===== config.mk =====
export PLATFORM = sky130hd
export DESIGN_NAME = serial_command_frame_parser_unit
export DESIGN_NICKNAME = d
export VERILOG_FILES = /design/src/hw/rtl/scfp_pkg.sv /design/src/hw/rtl/scfp_front.sv /design/src/hw/rtl/scfp_fifo.sv /design/src/hw/rtl/scfp_back.sv /design/src/hw/rtl/serial_command_frame_parser_unit.sv
export SDC_FILE = /design/constraint.sdc
export NUM_CORES = 1
export LEC_CHECK = 0
export ABC_AREA = 1
export BUFFER_PORTS_ARGS = -buffer_cell sky130_fd_sc_hd__buf_2
export CELL_PAD_IN_SITES_DETAIL_PLACEMENT = 0
export CELL_PAD_IN_SITES_GLOBAL_PLACEMENT = 1
export CORE_ASPECT_RATIO = 1.4
export CORE_MARGIN = 1.5
export CORE_UTILIZATION = 29
export CTS_CLUSTER_SIZE = 40
export DETAILED_ROUTE_END_ITERATION = 6
export GPL_TIMING_DRIVEN = 0
export PLACE_DENSITY_LB_ADDON = 0.05
export SYNTH_ARGS = -nofsm -noshare
export SYNTH_HDL_FRONTEND = slang
export SYNTH_HIERARCHICAL = 1
export SYNTH_SLANG_ARGS = --single-unit

===== constraint.sdc =====
create_clock -name clk -period 4.1 [get_ports clk]
set_clock_uncertainty 0.15 [all_clocks]
set_input_delay 0.41 -clock clk [delete_from_list [all_inputs] [get_ports clk]]
set_output_delay 0.41 -clock clk [all_outputs]
set_load 0.01 [all_outputs]

===== src/hw/rtl/scfp_pkg.sv =====
// ----------------------------------------------------------------------------
// scfp_pkg
// Types and constants shared by the serial command frame parser modules.
// ----------------------------------------------------------------------------
package scfp_pkg;

	localparam logic [7:0] CH_START = 8'h26;
	localparam logic [7:0] CH_STOP  = 8'h24;
	localparam logic [7:0] CH_SEP   = 8'h3A;
	localparam logic [7:0] CH_ZERO  = 8'h30;
	localparam logic [7:0] CH_ACK   = 8'h41;

	localparam logic [1:0] K_CMD       = 2'd0;
	localparam logic [1:0] K_MSG       = 2'd1;
	localparam logic [1:0] K_BLOCK_END = 2'd2;
	localparam logic [1:0] K_REPLY     = 2'd3;

	// depth of the queue between parser and result generator
	localparam int QDEPTH = 4;

	// one unit of work handed from the parser to the result generator
	typedef struct packed {
		logic       reply;
		logic [1:0] kind;
		logic [7:0] value;
		logic [1:0] blk;
		logic [5:0] pos;
		logic [7:0] sender;
		logic [1:0] blocks;
		logic [7:0] ack;
		logic [7:0] check;
	} job_t;

	function automatic logic [7:0] hex_char(input logic [3:0] d);
		logic [7:0] r;
		if (d < 4'd10) begin
			r = CH_ZERO + {4'd0, d};
		end else begin
			r = 8'h57 + {4'd0, d};
		end
		return r;
	endfunction

endpackage


===== src/hw/rtl/scfp_front.sv =====
// ----------------------------------------------------------------------------
// scfp_front
// Frame parser: walks the frame one byte per cycle while the job queue has
// room, and queues a job for every byte that causes results.
// ----------------------------------------------------------------------------
module scfp_front import scfp_pkg::*; #(
	parameter int MAX_BLOCKS  = 3,
	parameter int COMMAND_CAP = 4,
	parameter int MESSAGE_CAP = 64
) (
	input  logic       clk,
	input  logic       arst_n,
	input  logic       rx_valid,
	output logic       rx_ready,
	input  logic [7:0] rx_byte,
	input  logic       full,
	output logic       push,
	output job_t       job
);

	localparam int BW = $clog2(MAX_BLOCKS + 1);
	localparam int CW = $clog2(COMMAND_CAP);
	localparam int MW = $clog2(MESSAGE_CAP);

	typedef enum logic [6:0] {
		PH_HUNT  = 7'b0000001,
		PH_ID    = 7'b0000010,
		PH_COUNT = 7'b0000100,
		PH_CMD   = 7'b0001000,
		PH_MSG   = 7'b0010000,
		PH_ACKID = 7'b0100000,
		PH_CHECK = 7'b1000000
	} phase_t;

	phase_t          phase_q, phase_d;
	logic [7:0]      sender_q, sender_d;
	logic [BW-1:0]   blocks_q, blocks_d;
	logic [BW-1:0]   remain_q, remain_d;
	logic [BW-1:0]   cur_blk_q, cur_blk_d;
	logic [CW-1:0]   cmd_pos_q, cmd_pos_d;
	logic [MW-1:0]   msg_pos_q, msg_pos_d;
	logic [7:0]      ack_q, ack_d;
	logic [7:0]      check_q, check_d;
	logic            take;
	logic            need_job;
	logic [7:0]      digit;
	logic [BW-1:0]   clamped;
	logic [BW-1:0]   remain_dec;

	assign rx_ready = !full;
	assign take     = rx_valid && rx_ready;
	assign push     = take && need_job;
	assign digit    = rx_byte - CH_ZERO;

	always_comb begin
		if (digit < 8'd1) begin
			clamped = BW'(1);
		end else if (digit > 8'(MAX_BLOCKS)) begin
			clamped = BW'(MAX_BLOCKS);
		end else begin
			clamped = BW'(digit);
		end
	end

	assign remain_dec = (remain_q != '0) ? remain_q - BW'(1) : remain_q;

	always_comb begin
		phase_d   = phase_q;
		sender_d  = sender_q;
		blocks_d  = blocks_q;
		remain_d  = remain_q;
		cur_blk_d = cur_blk_q;
		cmd_pos_d = cmd_pos_q;
		msg_pos_d = msg_pos_q;
		ack_d     = ack_q;
		check_d   = check_q;
		need_job  = 1'b0;
		job.reply  = 1'b0;
		job.kind   = K_CMD;
		job.value  = rx_byte;
		job.blk    = 2'(cur_blk_q);
		job.pos    = 6'(cmd_pos_q);
		job.sender = sender_q;
		job.blocks = 2'(blocks_q);
		job.ack    = ack_q;
		job.check  = check_q;
		case (phase_q)
			PH_HUNT: begin
				if (rx_byte == CH_START) begin
					sender_d  = '0;
					blocks_d  = '0;
					remain_d  = '0;
					cur_blk_d = '0;
					cmd_pos_d = '0;
					msg_pos_d = '0;
					phase_d   = PH_ID;
				end
			end
			PH_ID: begin
				if (rx_byte == CH_SEP) begin
					phase_d = PH_COUNT;
				end else begin
					sender_d = rx_byte;
				end
			end
			PH_COUNT: begin
				if (rx_byte == CH_SEP) begin
					// missing digit counts as one
					blocks_d = (blocks_q == '0) ? BW'(1) : blocks_q;
					remain_d = (blocks_q == '0) ? BW'(1) : blocks_q;
					phase_d  = PH_CMD;
				end else begin
					blocks_d = clamped;
				end
			end
			PH_CMD: begin
				if (rx_byte == CH_SEP) begin
					phase_d = PH_MSG;
				end else begin
					need_job  = 1'b1;
					cmd_pos_d = (cmd_pos_q == CW'(COMMAND_CAP - 1)) ? '0
						: cmd_pos_q + CW'(1);
				end
			end
			PH_MSG: begin
				need_job = 1'b1;
				job.pos  = 6'(msg_pos_q);
				if (rx_byte == CH_SEP) begin
					job.kind  = K_BLOCK_END;
					job.value = 8'(cmd_pos_q);
					cmd_pos_d = '0;
					msg_pos_d = '0;
					cur_blk_d = cur_blk_q + BW'(1);
					remain_d  = remain_dec;
					phase_d   = (remain_dec == '0) ? PH_ACKID : PH_CMD;
				end else begin
					job.kind  = K_MSG;
					msg_pos_d = (msg_pos_q == MW'(MESSAGE_CAP - 1)) ? '0
						: msg_pos_q + MW'(1);
				end
			end
			PH_ACKID: begin
				if (rx_byte == CH_SEP) begin
					phase_d = PH_CHECK;
				end else begin
					ack_d = rx_byte;
				end
			end
			PH_CHECK: begin
				if (rx_byte == CH_STOP) begin
					need_job  = 1'b1;
					job.reply = 1'b1;
					job.kind  = K_REPLY;
					job.value = CH_START;
					job.blk   = '0;
					job.pos   = '0;
					phase_d   = PH_HUNT;
				end else begin
					check_d = rx_byte;
				end
			end
			default: begin
				phase_d = PH_HUNT;
			end
		endcase
	end

	always_ff @(posedge clk or negedge arst_n) begin
		if (!arst_n) begin
			phase_q   <= PH_HUNT;
			sender_q  <= '0;
			blocks_q  <= '0;
			remain_q  <= '0;
			cur_blk_q <= '0;
			cmd_pos_q <= '0;
			msg_pos_q <= '0;
			ack_q     <= '0;
			check_q   <= '0;
		end else if (take) begin
			phase_q   <= phase_d;
			sender_q  <= sender_d;
			blocks_q  <= blocks_d;
			remain_q  <= remain_d;
			cur_blk_q <= cur_blk_d;
			cmd_pos_q <= cmd_pos_d;
			msg_pos_q <= msg_pos_d;
			ack_q     <= ack_d;
			check_q   <= check_d;
		end
	end

endmodule


===== src/hw/rtl/scfp_fifo.sv =====
// ----------------------------------------------------------------------------
// scfp_fifo
// Small job queue between the parser and the result generator.
// ----------------------------------------------------------------------------
module scfp_fifo import scfp_pkg::*; (
	input  logic clk,
	input  logic arst_n,
	input  logic push,
	input  job_t push_data,
	input  logic pop,
	output job_t head,
	output logic empty,
	output logic full
);

	localparam int AW = $clog2(QDEPTH);
	localparam int NW = $clog2(QDEPTH + 1);

	job_t          mem_q [QDEPTH];
	logic [AW-1:0] wr_ptr_q;
	logic [AW-1:0] rd_ptr_q;
	logic [NW-1:0] count_q;

	assign empty = (count_q == '0);
	assign full  = (count_q == NW'(QDEPTH));
	assign head  = mem_q[rd_ptr_q];

	always_ff @(posedge clk) begin
		if (push) begin
			mem_q[wr_ptr_q] <= push_data;
		end
	end

	always_ff @(posedge clk or negedge arst_n) begin
		if (!arst_n) begin
			wr_ptr_q <= '0;
			rd_ptr_q <= '0;
			count_q  <= '0;
		end else begin
			if (push) begin
				wr_ptr_q <= (wr_ptr_q == AW'(QDEPTH - 1)) ? '0 : wr_ptr_q + AW'(1);
			end
			if (pop) begin
				rd_ptr_q <= (rd_ptr_q == AW'(QDEPTH - 1)) ? '0 : rd_ptr_q + AW'(1);
			end
			if (push && !pop) begin
				count_q <= count_q + NW'(1);
			end else if (pop && !push) begin
				count_q <= count_q - NW'(1);
			end
		end
	end

endmodule


===== src/hw/rtl/scfp_back.sv =====
// ----------------------------------------------------------------------------
// scfp_back
// Result generator: turns queued jobs into result words, expanding a reply
// job into its four or five reply bytes, through an output register.
// ----------------------------------------------------------------------------
module scfp_back import scfp_pkg::*; (
	input  logic       clk,
	input  logic       arst_n,
	input  logic       empty,
	input  job_t       head,
	output logic       pop,
	output logic       res_valid,
	input  logic       res_ready,
	output logic [1:0] kind,
	output logic [7:0] value,
	output logic [1:0] block_index,
	output logic [5:0] position,
	output logic [7:0] sender_id,
	output logic [1:0] declared_blocks,
	output logic [7:0] ack_code,
	output logic [7:0] check_byte,
	output logic       frame_done,
	output logic       last
);

	typedef enum logic [4:0] {
		RS_IDLE = 5'b00001,
		RS_ACK  = 5'b00010,
		RS_HI   = 5'b00100,
		RS_LO   = 5'b01000,
		RS_STOP = 5'b10000
	} rstep_t;

	rstep_t     step_q, step_d;
	job_t       rep_q;
	logic       load;
	logic       gen_valid;
	job_t       gen;
	logic       gen_done;
	logic       gen_last;
	logic       out_valid_q;
	job_t       out_q;
	logic       done_q;
	logic       last_q;

	assign load = !out_valid_q || res_ready;

	always_comb begin
		step_d    = step_q;
		gen_valid = 1'b0;
		gen       = rep_q;
		gen_done  = 1'b0;
		gen_last  = 1'b0;
		pop       = 1'b0;
		case (step_q)
			RS_IDLE: begin
				gen = head;
				if (!empty) begin
					gen_valid = 1'b1;
					pop       = load;
					if (head.reply) begin
						step_d = RS_ACK;
					end else begin
						gen_last = 1'b1;
					end
				end
			end
			RS_ACK: begin
				gen_valid = 1'b1;
				gen.value = CH_ACK;
				step_d    = (rep_q.ack >= 8'd16) ? RS_HI : RS_LO;
			end
			RS_HI: begin
				gen_valid = 1'b1;
				gen.value = hex_char(rep_q.ack[7:4]);
				step_d    = RS_LO;
			end
			RS_LO: begin
				gen_valid = 1'b1;
				gen.value = hex_char(rep_q.ack[3:0]);
				step_d    = RS_STOP;
			end
			RS_STOP: begin
				gen_valid = 1'b1;
				gen.value = CH_STOP;
				gen_done  = 1'b1;
				gen_last  = 1'b1;
				step_d    = RS_IDLE;
			end
			default: begin
				step_d = RS_IDLE;
			end
		endcase
	end

	always_ff @(posedge clk or negedge arst_n) begin
		if (!arst_n) begin
			step_q      <= RS_IDLE;
			out_valid_q <= 1'b0;
		end else if (load) begin
			step_q      <= step_d;
			out_valid_q <= gen_valid;
		end
	end

	always_ff @(posedge clk) begin
		if (load) begin
			out_q  <= gen;
			done_q <= gen_done;
			last_q <= gen_last;
			if (pop) begin
				rep_q <= head;
			end
		end
	end

	assign res_valid       = out_valid_q;
	assign kind            = out_q.kind;
	assign value           = out_q.value;
	assign block_index     = out_q.blk;
	assign position        = out_q.pos;
	assign sender_id       = out_q.sender;
	assign declared_blocks = out_q.blocks;
	assign ack_code        = out_q.ack;
	assign check_byte      = out_q.check;
	assign frame_done      = done_q;
	assign last            = last_q;

endmodule


===== src/hw/rtl/serial_command_frame_parser_unit.sv =====
// ----------------------------------------------------------------------------
// serial_command_frame_parser_unit
// Receive-side frame parser: emits command and message bytes, block ends
// and the acknowledge reply for frames '&id:n:cmd:msg:...:ack:chk$'.
//
//   channel  | handshake            | payload
//   rx       | rx_valid / rx_ready  | rx_byte
//   result   | res_valid / res_ready| kind value block_index position sender_id
//            |                      | declared_blocks ack_code check_byte
//            |                      | frame_done last
//
// One byte is accepted per cycle while the four-entry job queue has room.
// A result passes the job queue and the result generator's output register;
// a stop byte gives four or five reply words, one per cycle unless stalled.
// Reset puts the parser into start hunting and empties queue and output.
// A stalled result side fills the queue, then drops rx_ready.
// ----------------------------------------------------------------------------
module serial_command_frame_parser_unit import scfp_pkg::*; #(
	parameter int MAX_BLOCKS  = 3,
	parameter int COMMAND_CAP = 4,
	parameter int MESSAGE_CAP = 64
) (
	input  logic       clk,
	input  logic       arst_n,
	input  logic       rx_valid,
	output logic       rx_ready,
	input  logic [7:0] rx_byte,
	output logic       res_valid,
	input  logic       res_ready,
	output logic [1:0] kind,
	output logic [7:0] value,
	output logic [1:0] block_index,
	output logic [5:0] position,
	output logic [7:0] sender_id,
	output logic [1:0] declared_blocks,
	output logic [7:0] ack_code,
	output logic [7:0] check_byte,
	output logic       frame_done,
	output logic       last
);

	logic push;
	logic pop;
	logic empty;
	logic full;
	job_t job;
	job_t head;

	scfp_front #(
		.MAX_BLOCKS  (MAX_BLOCKS),
		.COMMAND_CAP (COMMAND_CAP),
		.MESSAGE_CAP (MESSAGE_CAP)
	) u_front (
		.clk      (clk),
		.arst_n   (arst_n),
		.rx_valid (rx_valid),
		.rx_ready (rx_ready),
		.rx_byte  (rx_byte),
		.full     (full),
		.push     (push),
		.job      (job)
	);

	scfp_fifo u_fifo (
		.clk       (clk),
		.arst_n    (arst_n),
		.push      (push),
		.push_data (job),
		.pop       (pop),
		.head      (head),
		.empty     (empty),
		.full      (full)
	);

	scfp_back u_back (
		.clk             (clk),
		.arst_n          (arst_n),
		.empty           (empty),
		.head            (head),
		.pop             (pop),
		.res_valid       (res_valid),
		.res_ready       (res_ready),
		.kind            (kind),
		.value           (value),
		.block_index     (block_index),
		.position        (position),
		.sender_id       (sender_id),
		.declared_blocks (declared_blocks),
		.ack_code        (ack_code),
		.check_byte      (check_byte),
		.frame_done      (frame_done),
		.last            (last)
	);

endmodule


==> results of run 1 <==
==> synth_stat cells <==
master	instances	share of area [%]
nand2_1	414	11
edfxtp_1	270	57
inv_1	151	4.0
o211ai_1	89	4.7
nor2_1	63	1.7
dfrtp_1	56	9.9
nand3_1	35	1.2
o21ai_0	34	1.2
buf_2	20	0.71
buf_6	13	1.0
o21ai_1	12	0.42
ha_1	11	0.97
clkbuf_1	10	0.27
inv_2	10	0.27
nand2_2	9	0.40
nor2_2	8	0.35
nor2_4	8	0.64
o21a_1	8	0.42
o21ai_2	8	0.50
nand4_1	7	0.31
a21oi_1	6	0.21
nand2_4	5	0.40
nor3_1	4	0.14
nor2_8	3	0.42
dfstp_2	2	0.37
inv_4	2	0.088
o22ai_1	2	0.088
and2_1	1	0.044
buf_12	1	0.14
buf_4	1	0.053
fa_1	1	0.14
inv_6	1	0.062
nand2_8	1	0.14
nand3_2	1	0.071
nand3b_1	1	0.053
nor3_2	1	0.071
o211ai_2	1	0.088
xnor2_1	1	0.062
xor2_1	1	0.062
==> worst min-delay path: cells and delay by family <==
family | cells | cell delay, ps
AO/OA/AOI/OAI | 1 | 60
buffers and inverters | 1 | 120
AND/OR/NAND/NOR | 1 | 80
==> cell families after synthesis <==
kind of cell,synth area share [%]
AO/OA/AOI/OAI,7.656
XOR/XNOR,0.1238
adder cells (fa/ha/maj),1.114
buffers and inverters,6.621
flip-flops,67.56
AND/OR/NAND/NOR,16.93
==> layout make-up <==
cell class | count | area [um^2]
Fill cell | 4905 | 31610
Sequential cell | 328 | 9562
Multi-Input combinational cell | 735 | 3666
Clock buffer | 51 | 1020
Tap cell | 630 | 788.3
Inverter | 164 | 625.6
Timing Repair Buffer | 67 | 455.4
Buffer | 45 | 311.5
Clock inverter | 14 | 102.6
==> flip-flops by register name, summed over array words and instances (netlist names), 7 cells and up <==
name,count
u_front/sender_q,8
u_front/ack_q,8
u_fifo/mem_q,180
u_back/check_byte,8
u_back/rep_q,44
u_back/ack_code,8
u_back/value,8
u_front/check_q,8
u_back/sender_id,8
u_front/phase_q,7
==> metrics by stage <==
stage / hold WS [ps] / power (W) / setup slack, ps / setup TNS, ps
3_5_place_dp: 110.0 / 0.009679 / -112.1 / -4081
3_3_place_gp: 309.4 / 0.009634 / -1287 / -256490
6_report: 32.41 / 0.01256 / 576.9 / 0
4_1_cts: 16.35 / 0.01287 / 214.9 / 0
2_1_floorplan: -35.59 / 0.007884 / 625.3 / 0
5_1_grt: 30.59 / 0.01344 / 254.4 / 0
==> worst max-delay path by stage <==
stage	startpoint	endpoint	slack (ps)	cells past startpoint
after CTS	u_front/phase_q[3]	u_fifo/mem_q[3][28]	210	8
after floorplan	u_back/step_q[2]	u_back/rep_q[0]	630	6
after global routing	u_front/phase_q[1]	u_fifo/mem_q[3][28]	250	8
final	u_front/phase_q[3]	u_fifo/mem_q[2][28]	580	8
after global placement	u_back/step_q[4]	u_back/rep_q[29]	-1290	6
after detailed placement	rx_byte[7]	u_fifo/mem_q[3][35]	-110	11
==> routing by layer <==
metal | routed length (um) | GRT usage (%)
met2 | 20320 | 29.22
met1 | 15660 | 18.20
met4 | 951 | 4.740
met3 | 1126 | 2.224
met5 | 0 | 0
==> what timing repair did <==
item                                    in CTS  in global routing
resized for setup                            0                  1
hold buffers                                 1                  0
hold endpoints to repair                    57                  0
endpoints found under the setup margin       0                 22
setup buffers                                0                  0
==> power breakdown <==
part	total [W]	switching, W	internal, W
sequential	0.00507	0.000359	0.00471
clock	0.00313	0.00132	0.00181
combinational	0.00437	0.00305	0.00132
==> impl_metrics.json, run 1 <==
{
  "outcome": "finished, final reports clean",
  "ioPinCount": 60,
  "final_hold_viol_count": 0,
  "final_common_cell": "nand2_1",
  "criticalPathCategory": "reg -> reg",
  "layout_common_cells": "nand2_1, edfxtp_1, inv_1",
  "r2r-end": "u_fifo/mem_q[2][28]",
  "syn_nets": 1296,
  "netlist_instances": 1272,
  "min_period_over_period_pct": 85.93,
  "synth_area_per_cell_um2": 11.13,
  "place_area_um2": 15390,
  "rsz0062_at_grt": "false",
  "clockRootBuffer": "clkbuf_16",
  "drive_gt1_share_pct": 15.60,
  "ys_ff_latch": 328,
  "cts-buffers-inserted": 37,
  "synth_cell_type_count": 39,
  "rows": 95,
  "cp_max_fo": 27,
  "core-area_um2": 48140,
  "port_buffers": 59,
  "p_leak_nw": 6.974,
  "grt_first_pass_wirelength_um": 57260,
  "grt_use_total_pct": 15.61,
  "post-route-util_pct": 34.34,
  "vdd_ir_drop_max_uv": 344.3,
  "cp.arrival_ps": 3590,
  "syn_to_final_growth_pct": 16.80,
  "instances_no_fill": 2034,
  "worst_pin_slew_ps": 841.0,
  "clk_path_buf_depth": 3,
  "end_kind": "flip-flop",
  "grt_max_degree": 53,
  "cp_top_family": "simple AND/OR/NAND/NOR gates",
  "period_needed_ps": 3523,
  "antenna_cells": 0,
  "drt-vias-per-instance": 4.352,
  "start_util_pct": 29.40,
  "die_w_um": 189.7,
  "dr.pass1.iters": 6,
  "reg2reg_depth": 8,
  "finalSetupViolCount": 0,
  "ant_nets": 0,
  "holdPathEnd": "u_front/sender_q[3]",
  "path_cells": "nor2_4 > nand2_4 > nor3_2 > nor2_1 > a21oi_2 > nand2_1 > inv_2 > buf_12",
  "worst_setup_path_start_kind": "flip-flop",
  "hpwl_um": 26500,
  "num_vias": 8852,
  "wl_um": 38060,
  "hp-class": "in -> reg",
  "cts_tree": "yes",
  "power_density_nw_per_um2": 760.0,
  "design_area_um2": 16530,
  "insertion_delay_ps": 530,
  "relSlewSlack_pct": 43.80,
  "fmax_mhz": 283.8,
  "ff2ff_setup_slack_ps": 580,
  "first_global_vias": 8986,
  "syn_area_um2": 14150,
  "place_inst": 1968,
  "chipHeight_um": 264.4,
  "worst-path-buf-inv": 2,
  "htreeDepth": 2,
  "cp.required_ps": 4170,
  "drc": 0,
  "yosys_warnings": 6,
  "hp-start": "rx_byte[3]",
  "drv_cap": 0,
  "min_path_cells": 3,
  "antenna_found_initial": 0,
  "drv_slew": 0,
  "max_stage_delay_ps": 640,
  "overflow": 0,
  "nNetsFinal": 1402,
  "cp_slowest_cell": "nor3_2",
  "gp_congestion": 0.7822,
  "die_area_um2": 50160,
  "first_iter_violations": 318,
  "clock-sinks": 328,
  "reg2reg_from": "u_front/phase_q[3]",
  "cts.clk_slew.worst_paths_ps": 60,
  "yosysSeqAreaShare_pct": 67.56,
  "wl_per_cell_um": 18.71
}
No activity file was read; power rests on OpenSTA's default activity.
==> run 2: changes to the inputs <==
Settings changed: ABC_CLOCK_PERIOD_IN_PS from default to 4100, CORE_UTILIZATION 29 to 43.
==> run 2 against run 1 <==
Power shrank 2.4%. Wire length shrank 12%. Fmax shrank 2.4%. Via count grew 0.34%. Flip-flop and latch count is the same. Non-clock buffer count is the same. Sequential power is essentially flat. Critical path depth is the same. Core utilization grew 16 points. Final cell count shrank 9.5%. Highest routed layer unchanged.
==> impl_metrics.json, run 2 (same netlist as run 1, synthesis figures left out) <==
{
  "ff2ff_setup_slack_ps": 490,
  "p_sw_w": 0.004506,
  "worst-path-buf-inv": 2,
  "grt_max_degree": 53,
  "regMostFlops": "u_fifo/mem_q",
  "holdPathEnd": "u_front/sender_q[4]",
  "r2r-end": "u_fifo/mem_q[0][38]",
  "gp_congestion": 0.8439,
  "antenna_found_initial": 0,
  "clockRootBuffer": "clkbuf_16",
  "cp_max_fo": 25,
  "core-area_um2": 32400,
  "grt_use_total_pct": 20.55,
  "criticalPathCategory": "reg -> reg",
  "cts-buffers-inserted": 34,
  "post_cts_buffers": 0,
  "fillers": 2969,
  "final_hold_viol_count": 0,
  "reg2reg_depth": 8,
  "swShare_pct": 36.76,
  "hp-class": "in -> reg",
  "power_density_nw_per_um2": 754.9,
  "relSlewSlack_pct": 49.19,
  "cts.clk_slew.worst_paths_ps": 60,
  "start_util_pct": 43.68,
  "design_area_um2": 16240,
  "end_kind": "flip-flop",
  "instances_no_fill": 1841,
  "cp_slowest_cell": "a21oi_1",
  "chipHeight_um": 217.7,
  "p_clk_share_pct": 24.0,
  "pwr-share-seq_pct": 41.3,
  "hp-start": "rx_byte[4]",
  "drt-vias-per-instance": 4.825,
  "htreeDepth": 2,
  "cp.arrival_ps": 3670,
  "port_buffers": 59,
  "gr-max-usage-layer": "met2",
  "grt_first_pass_wirelength_um": 51450,
  "die_area_um2": 34030,
  "cp.required_ps": 4160,
  "final_common_cell": "nand2_1",
  "post-route-util_pct": 50.11,
  "drv_cap": 0,
  "wl_um": 33330,
  "path_cells": "nor2_4 > nand2_4 > nor3_2 > nor2_1 > a21oi_1 > nand2_1 > inv_2 > buf_12",
  "hpwl_um": 23530,
  "use_met2_pct": 38.96,
  "syn_to_final_growth_pct": 14.72,
  "clock-sinks": 328,
  "wl_per_cell_um": 18.10,
  "globalRouteMet1Util_pct": 23.63,
  "num_vias": 8882,
  "power_frac_comb_pct": 34.7,
  "worst_setup_path_start_kind": "flip-flop",
  "nNetsFinal": 1399,
  "p_int_w": 0.007751,
  "max_stage_delay_ps": 650,
  "outcome": "finished, final reports clean",
  "fmax_mhz": 277.0,
  "antenna_cells": 0,
  "reg_top3": "u_fifo/mem_q (180), u_back/rep_q (44)",
  "min_period_over_period_pct": 88.05,
  "ant_nets": 0,
  "drive_gt1_share_pct": 15.20,
  "overflow": 0,
  "finalSetupViolCount": 0,
  "cp_top_family": "simple AND/OR/NAND/NOR gates",
  "min_path_cells": 3,
  "place_area_um2": 15160,
  "dr.pass1.iters": 4,
  "p_leak_nw": 6.938,
  "drv_slew": 0,
  "ioPinCount": 60,
  "layout_common_cells": "nand2_1, edfxtp_1, inv_1",
  "first_global_vias": 8798,
  "vdd_ir_drop_max_uv": 344.4,
  "drc": 0,
  "reg2reg_from": "u_front/phase_q[3]",
  "place_inst": 1778,
  "worst_pin_slew_ps": 762.2,
  "grtUsageMet3_pct": 2.742,
  "period_needed_ps": 3610,
  "die_w_um": 156.3,
  "hold_slack_ps": 35.19,
  "first_iter_violations": 453,
  "largest_register_ffs": 180,
  "startpoint": "u_front/phase_q[3]",
  "clk_path_buf_depth": 3,
  "insertion_delay_ps": 520,
  "rows": 78,
  "rsz0062_at_grt": "false",
  "cts_tree": "yes"
}
## run 2: cell types whose count changed in the layout (fill, tap and decap cells not counted)
cell,delta
clkinv_1,+2
clkinvlp_4,+2
clkinv_2,-2
clkbuf_8,-1
a21oi_1,+1
inv_6,-1
a21oi_2,-1
clkbuf_16,-1
clkinv_4,-2
## run 2: repair_timing
action,4_1_cts,5_1_grt
hold buffers,1,0
endpoints found under the hold margin,57,0
resized for setup,0,0
## run 2: worst register-to-register path: cells and delay by family (launching register included)
| family | cells | cell delay, ps |
|---|---|---|
| simple gates | 5 | 1220 |
| buf+inv | 2 | 810 |
| compound gates | 1 | 650 |
| flops | 1 | 450 |
## run 2: how the worst max path moves through the flow
stage                                endpoint  slack [ps]  depth (start not counted)
after detailed placement  u_fifo/mem_q[0][35]          80                         11
after floorplan               u_back/rep_q[0]         630                          6
after global routing      u_fifo/mem_q[3][33]         180                          8
after CTS                 u_fifo/mem_q[0][38]         400                          8
after global placement       u_back/rep_q[29]        -980                          6
final                     u_fifo/mem_q[0][38]         490                          8
## run 2: routing by layer
layer | up-vias | part of all wire, %
met5 | - | 0
met2 | 125 | 55
li1 | 4478 | -
met1 | 4238 | 40
met4 | 0 | 2.5
met3 | 41 | 2.6
## run 2: power by group through the flow
stage | Combinational, W | Sequential, W | Clock [W]
final | 0.00425 | 0.00506 | 0.00295
after global routing | 0.00475 | 0.00514 | 0.00316
after CTS | 0.00434 | 0.00507 | 0.00303
after detailed placement | 0.00432 | 0.00513 | 0
after global placement | 0.00423 | 0.00515 | 0
after floorplan | 0.00268 | 0.00520 | 0
## run 2: layout make-up
class	instances	area (um^2)	share of cell area [%]
Tap cell	440	550.5	3.391
Timing Repair Buffer	67	455.4	2.805
Buffer	45	311.5	1.919
Clock inverter	13	88.84	0.5471
Multi-Input combinational cell	735	3662	22.56
Inverter	164	625.6	3.853
Clock buffer	49	980.9	6.041
Sequential cell	328	9562	58.89
## run 2: per-stage QoR
step                power (W)  setup WS, ps  TNS [ps]
floorplan            0.007884         625.3         0
global placement     0.009385        -977.2   -201000
detailed placement   0.009451         81.10         0
CTS                   0.01243         398.1         0
global route          0.01305         184.6         0
finish                0.01226         489.9         0
==> run 3: changes to the inputs <==
Settings changed: GPL_TIMING_DRIVEN 0 to 1, REMOVE_ABC_BUFFERS from default to 1.
==> run 3 against run 2 <==
Fmax is 5.6% higher. Core utilization is 0.72 points lower. Worst hold slack better by 10 ps. Setup slack improved by 190 ps. Non-clock buffer count down 29. Flip-flop and latch count stayed put. Cell area shrank 1.4%. Global-route usage fell by 1.6 points. Combinational power decreased by 9.4%. Count of clock-buffer cells in the layout decreased by 1. Via count fell by 2.3%. Largest power group unchanged.
==> impl_metrics.json, run 3 (same netlist as run 1, synthesis figures left out) <==
{
  "place_inst": 1747,
  "syn_to_final_growth_pct": 13.07,
  "cp.arrival_ps": 3670,
  "finalSetupViolCount": 0,
  "end_kind": "flip-flop",
  "layout_common_cells": "nand2_1, edfxtp_1, inv_1",
  "swShare_pct": 35.96,
  "cts_tree": "yes",
  "drv_cap": 0,
  "p_int_w": 0.007660,
  "rows": 78,
  "grt_first_pass_wirelength_um": 48420,
  "cp.required_ps": 4360,
  "cp_max_fo": 9,
  "power_density_nw_per_um2": 747.4,
  "chipHeight_um": 217.7,
  "relSlewSlack_pct": 31.41,
  "grt_use_total_pct": 18.95,
  "drv_slew": 0,
  "htreeDepth": 2,
  "num_vias": 8676,
  "clk_path_buf_depth": 3,
  "clockRootBuffer": "clkbuf_16",
  "post_cts_buffers": 0,
  "first_iter_violations": 478,
  "clock-sinks": 328,
  "outcome": "finished, final reports clean",
  "overflow": 0,
  "path_cells": "dlygate4sd3_1 > buf_2 > inv_1 > nand2_1 > nor2_1 > nand2_1 > nor3_2 > nor2_1 > a21oi_1 > ha_1 > inv_1 > fa_1 > nand2_1 > nand3_1 > nand2_1 > nand2_1",
  "drive_gt1_share_pct": 13.91,
  "die_w_um": 156.3,
  "core-area_um2": 32400,
  "regMostFlops": "u_fifo/mem_q",
  "final_hold_viol_count": 0,
  "p_leak_nw": 6.816,
  "cpMostUsedCell": "nand2_1",
  "hp-class": "in -> reg",
  "antenna_cells": 0,
  "cts.clk_slew.worst_paths_ps": 60,
  "antenna_found_initial": 0,
  "start_util_pct": 43.68,
  "max_stage_delay_ps": 550,
  "reg_top3": "u_fifo/mem_q (180), u_back/rep_q (44)",
  "worst_setup_path_start_kind": "primary input",
  "vdd_ir_drop_max_uv": 386.1,
  "dr.pass1.iters": 5,
  "power_frac_comb_pct": 32.2,
  "rsz0062_at_grt": "false",
  "ff2ff_setup_slack_ps": 930,
  "final_common_cell": "nand2_1",
  "p_clk_share_pct": 25.5,
  "min_period_over_period_pct": 83.38,
  "fillers": 3001,
  "cp_top_family": "simple AND/OR/NAND/NOR gates",
  "nNetsFinal": 1371,
  "drc": 0,
  "gp_congestion": 0.8343,
  "criticalPathCategory": "in -> reg",
  "wl_um": 30680,
  "grt_max_degree": 77,
  "p_sw_w": 0.004302,
  "worst-path-buf-inv": 4,
  "port_buffers": 59,
  "die_area_um2": 34030,
  "largest_register_ffs": 180,
  "insertion_delay_ps": 520,
  "worst_pin_slew_ps": 1029,
  "drt-vias-per-instance": 4.785,
  "fmax_mhz": 292.5,
  "cp_slowest_cell": "a21oi_1",
  "period_needed_ps": 3419,
  "first_global_vias": 8630,
  "instances_no_fill": 1813,
  "tns_ps": 0,
  "hpwl_um": 19630,
  "ant_nets": 0,
  "ioPinCount": 60,
  "power.total_w": 0.01196,
  "wl_per_cell_um": 16.92,
  "pwr-share-seq_pct": 42.3,
  "cts-buffers-inserted": 35
}
run 3: worst paths after layout:
check,start,end,cells past startpoint
worst min-delay path,rx_byte[4],u_front/sender_q[4],3
worst min register to register,u_front/cur_blk_q[1],u_front/cur_blk_q[1],2
max in group asynchronous,arst_n,u_front/phase_q[0],3
min in group asynchronous,arst_n,u_front/sender_q[7],2
worst max-delay path,rx_byte[7],u_fifo/count_q[2],16
worst max register to register,u_front/phase_q[3],u_fifo/count_q[2],12
run 3: power by group through the flow:
stage          registers [W]  logic, W  clock network (W)
2_1_floorplan        0.00524   0.00240                  0
3_3_place_gp         0.00512   0.00388                  0
3_5_place_dp         0.00513   0.00392                  0
4_1_cts              0.00507   0.00393            0.00314
5_1_grt              0.00515   0.00438            0.00327
6_report             0.00506   0.00385            0.00305
run 3: repair_timing:
| action | in CTS | in global routing |
|---|---|---|
| hold buffers | 3 | 0 |
| gates resized for setup | 0 | 0 |
| endpoints found under the hold margin | 39 | 0 |
run 3: worst min-delay path: stages:
cell and delay, ps:
buf_2 120, nand2_1 80, o21ai_2 60
run 3: area by class of cell:
cell class / instances / area, um^2 / share of cell area, %
Inverter: 164 / 625.6 / 3.909
Timing Repair Buffer: 83 / 495.5 / 3.096
Tap cell: 440 / 550.5 / 3.440
Clock inverter: 15 / 131.4 / 0.8209
Sequential cell: 328 / 9562 / 59.75
Multi-Input combinational cell: 735 / 3662 / 22.88
Clock buffer: 48 / 977.2 / 6.106
run 3: through the flow:
stage	instance area (um^2)	util, %	setup WS (ps)	hold WS (ps)
2_1_floorplan	13840	-	172.9	-35.59
3_3_place_gp	14870	45.88	731.9	305.9
3_5_place_dp	14870	45.88	671.5	308.8
4_1_cts	16000	49.39	674.8	17.72
5_1_grt	16000	49.39	415.8	38.31
6_report	16000	49.39	681.4	45.51
run 3: layer usage:
layer | wire length [um] | global-route usage (%) | up-vias
met2 | 15640 | 33.32 | 140
met3 | 1037 | 3.041 | 42
met1 | 13320 | 23.75 | 4097
li1 | - | - | 4397
met4 | 684 | 6.190 | 0
met5 | 0 | 0 | -
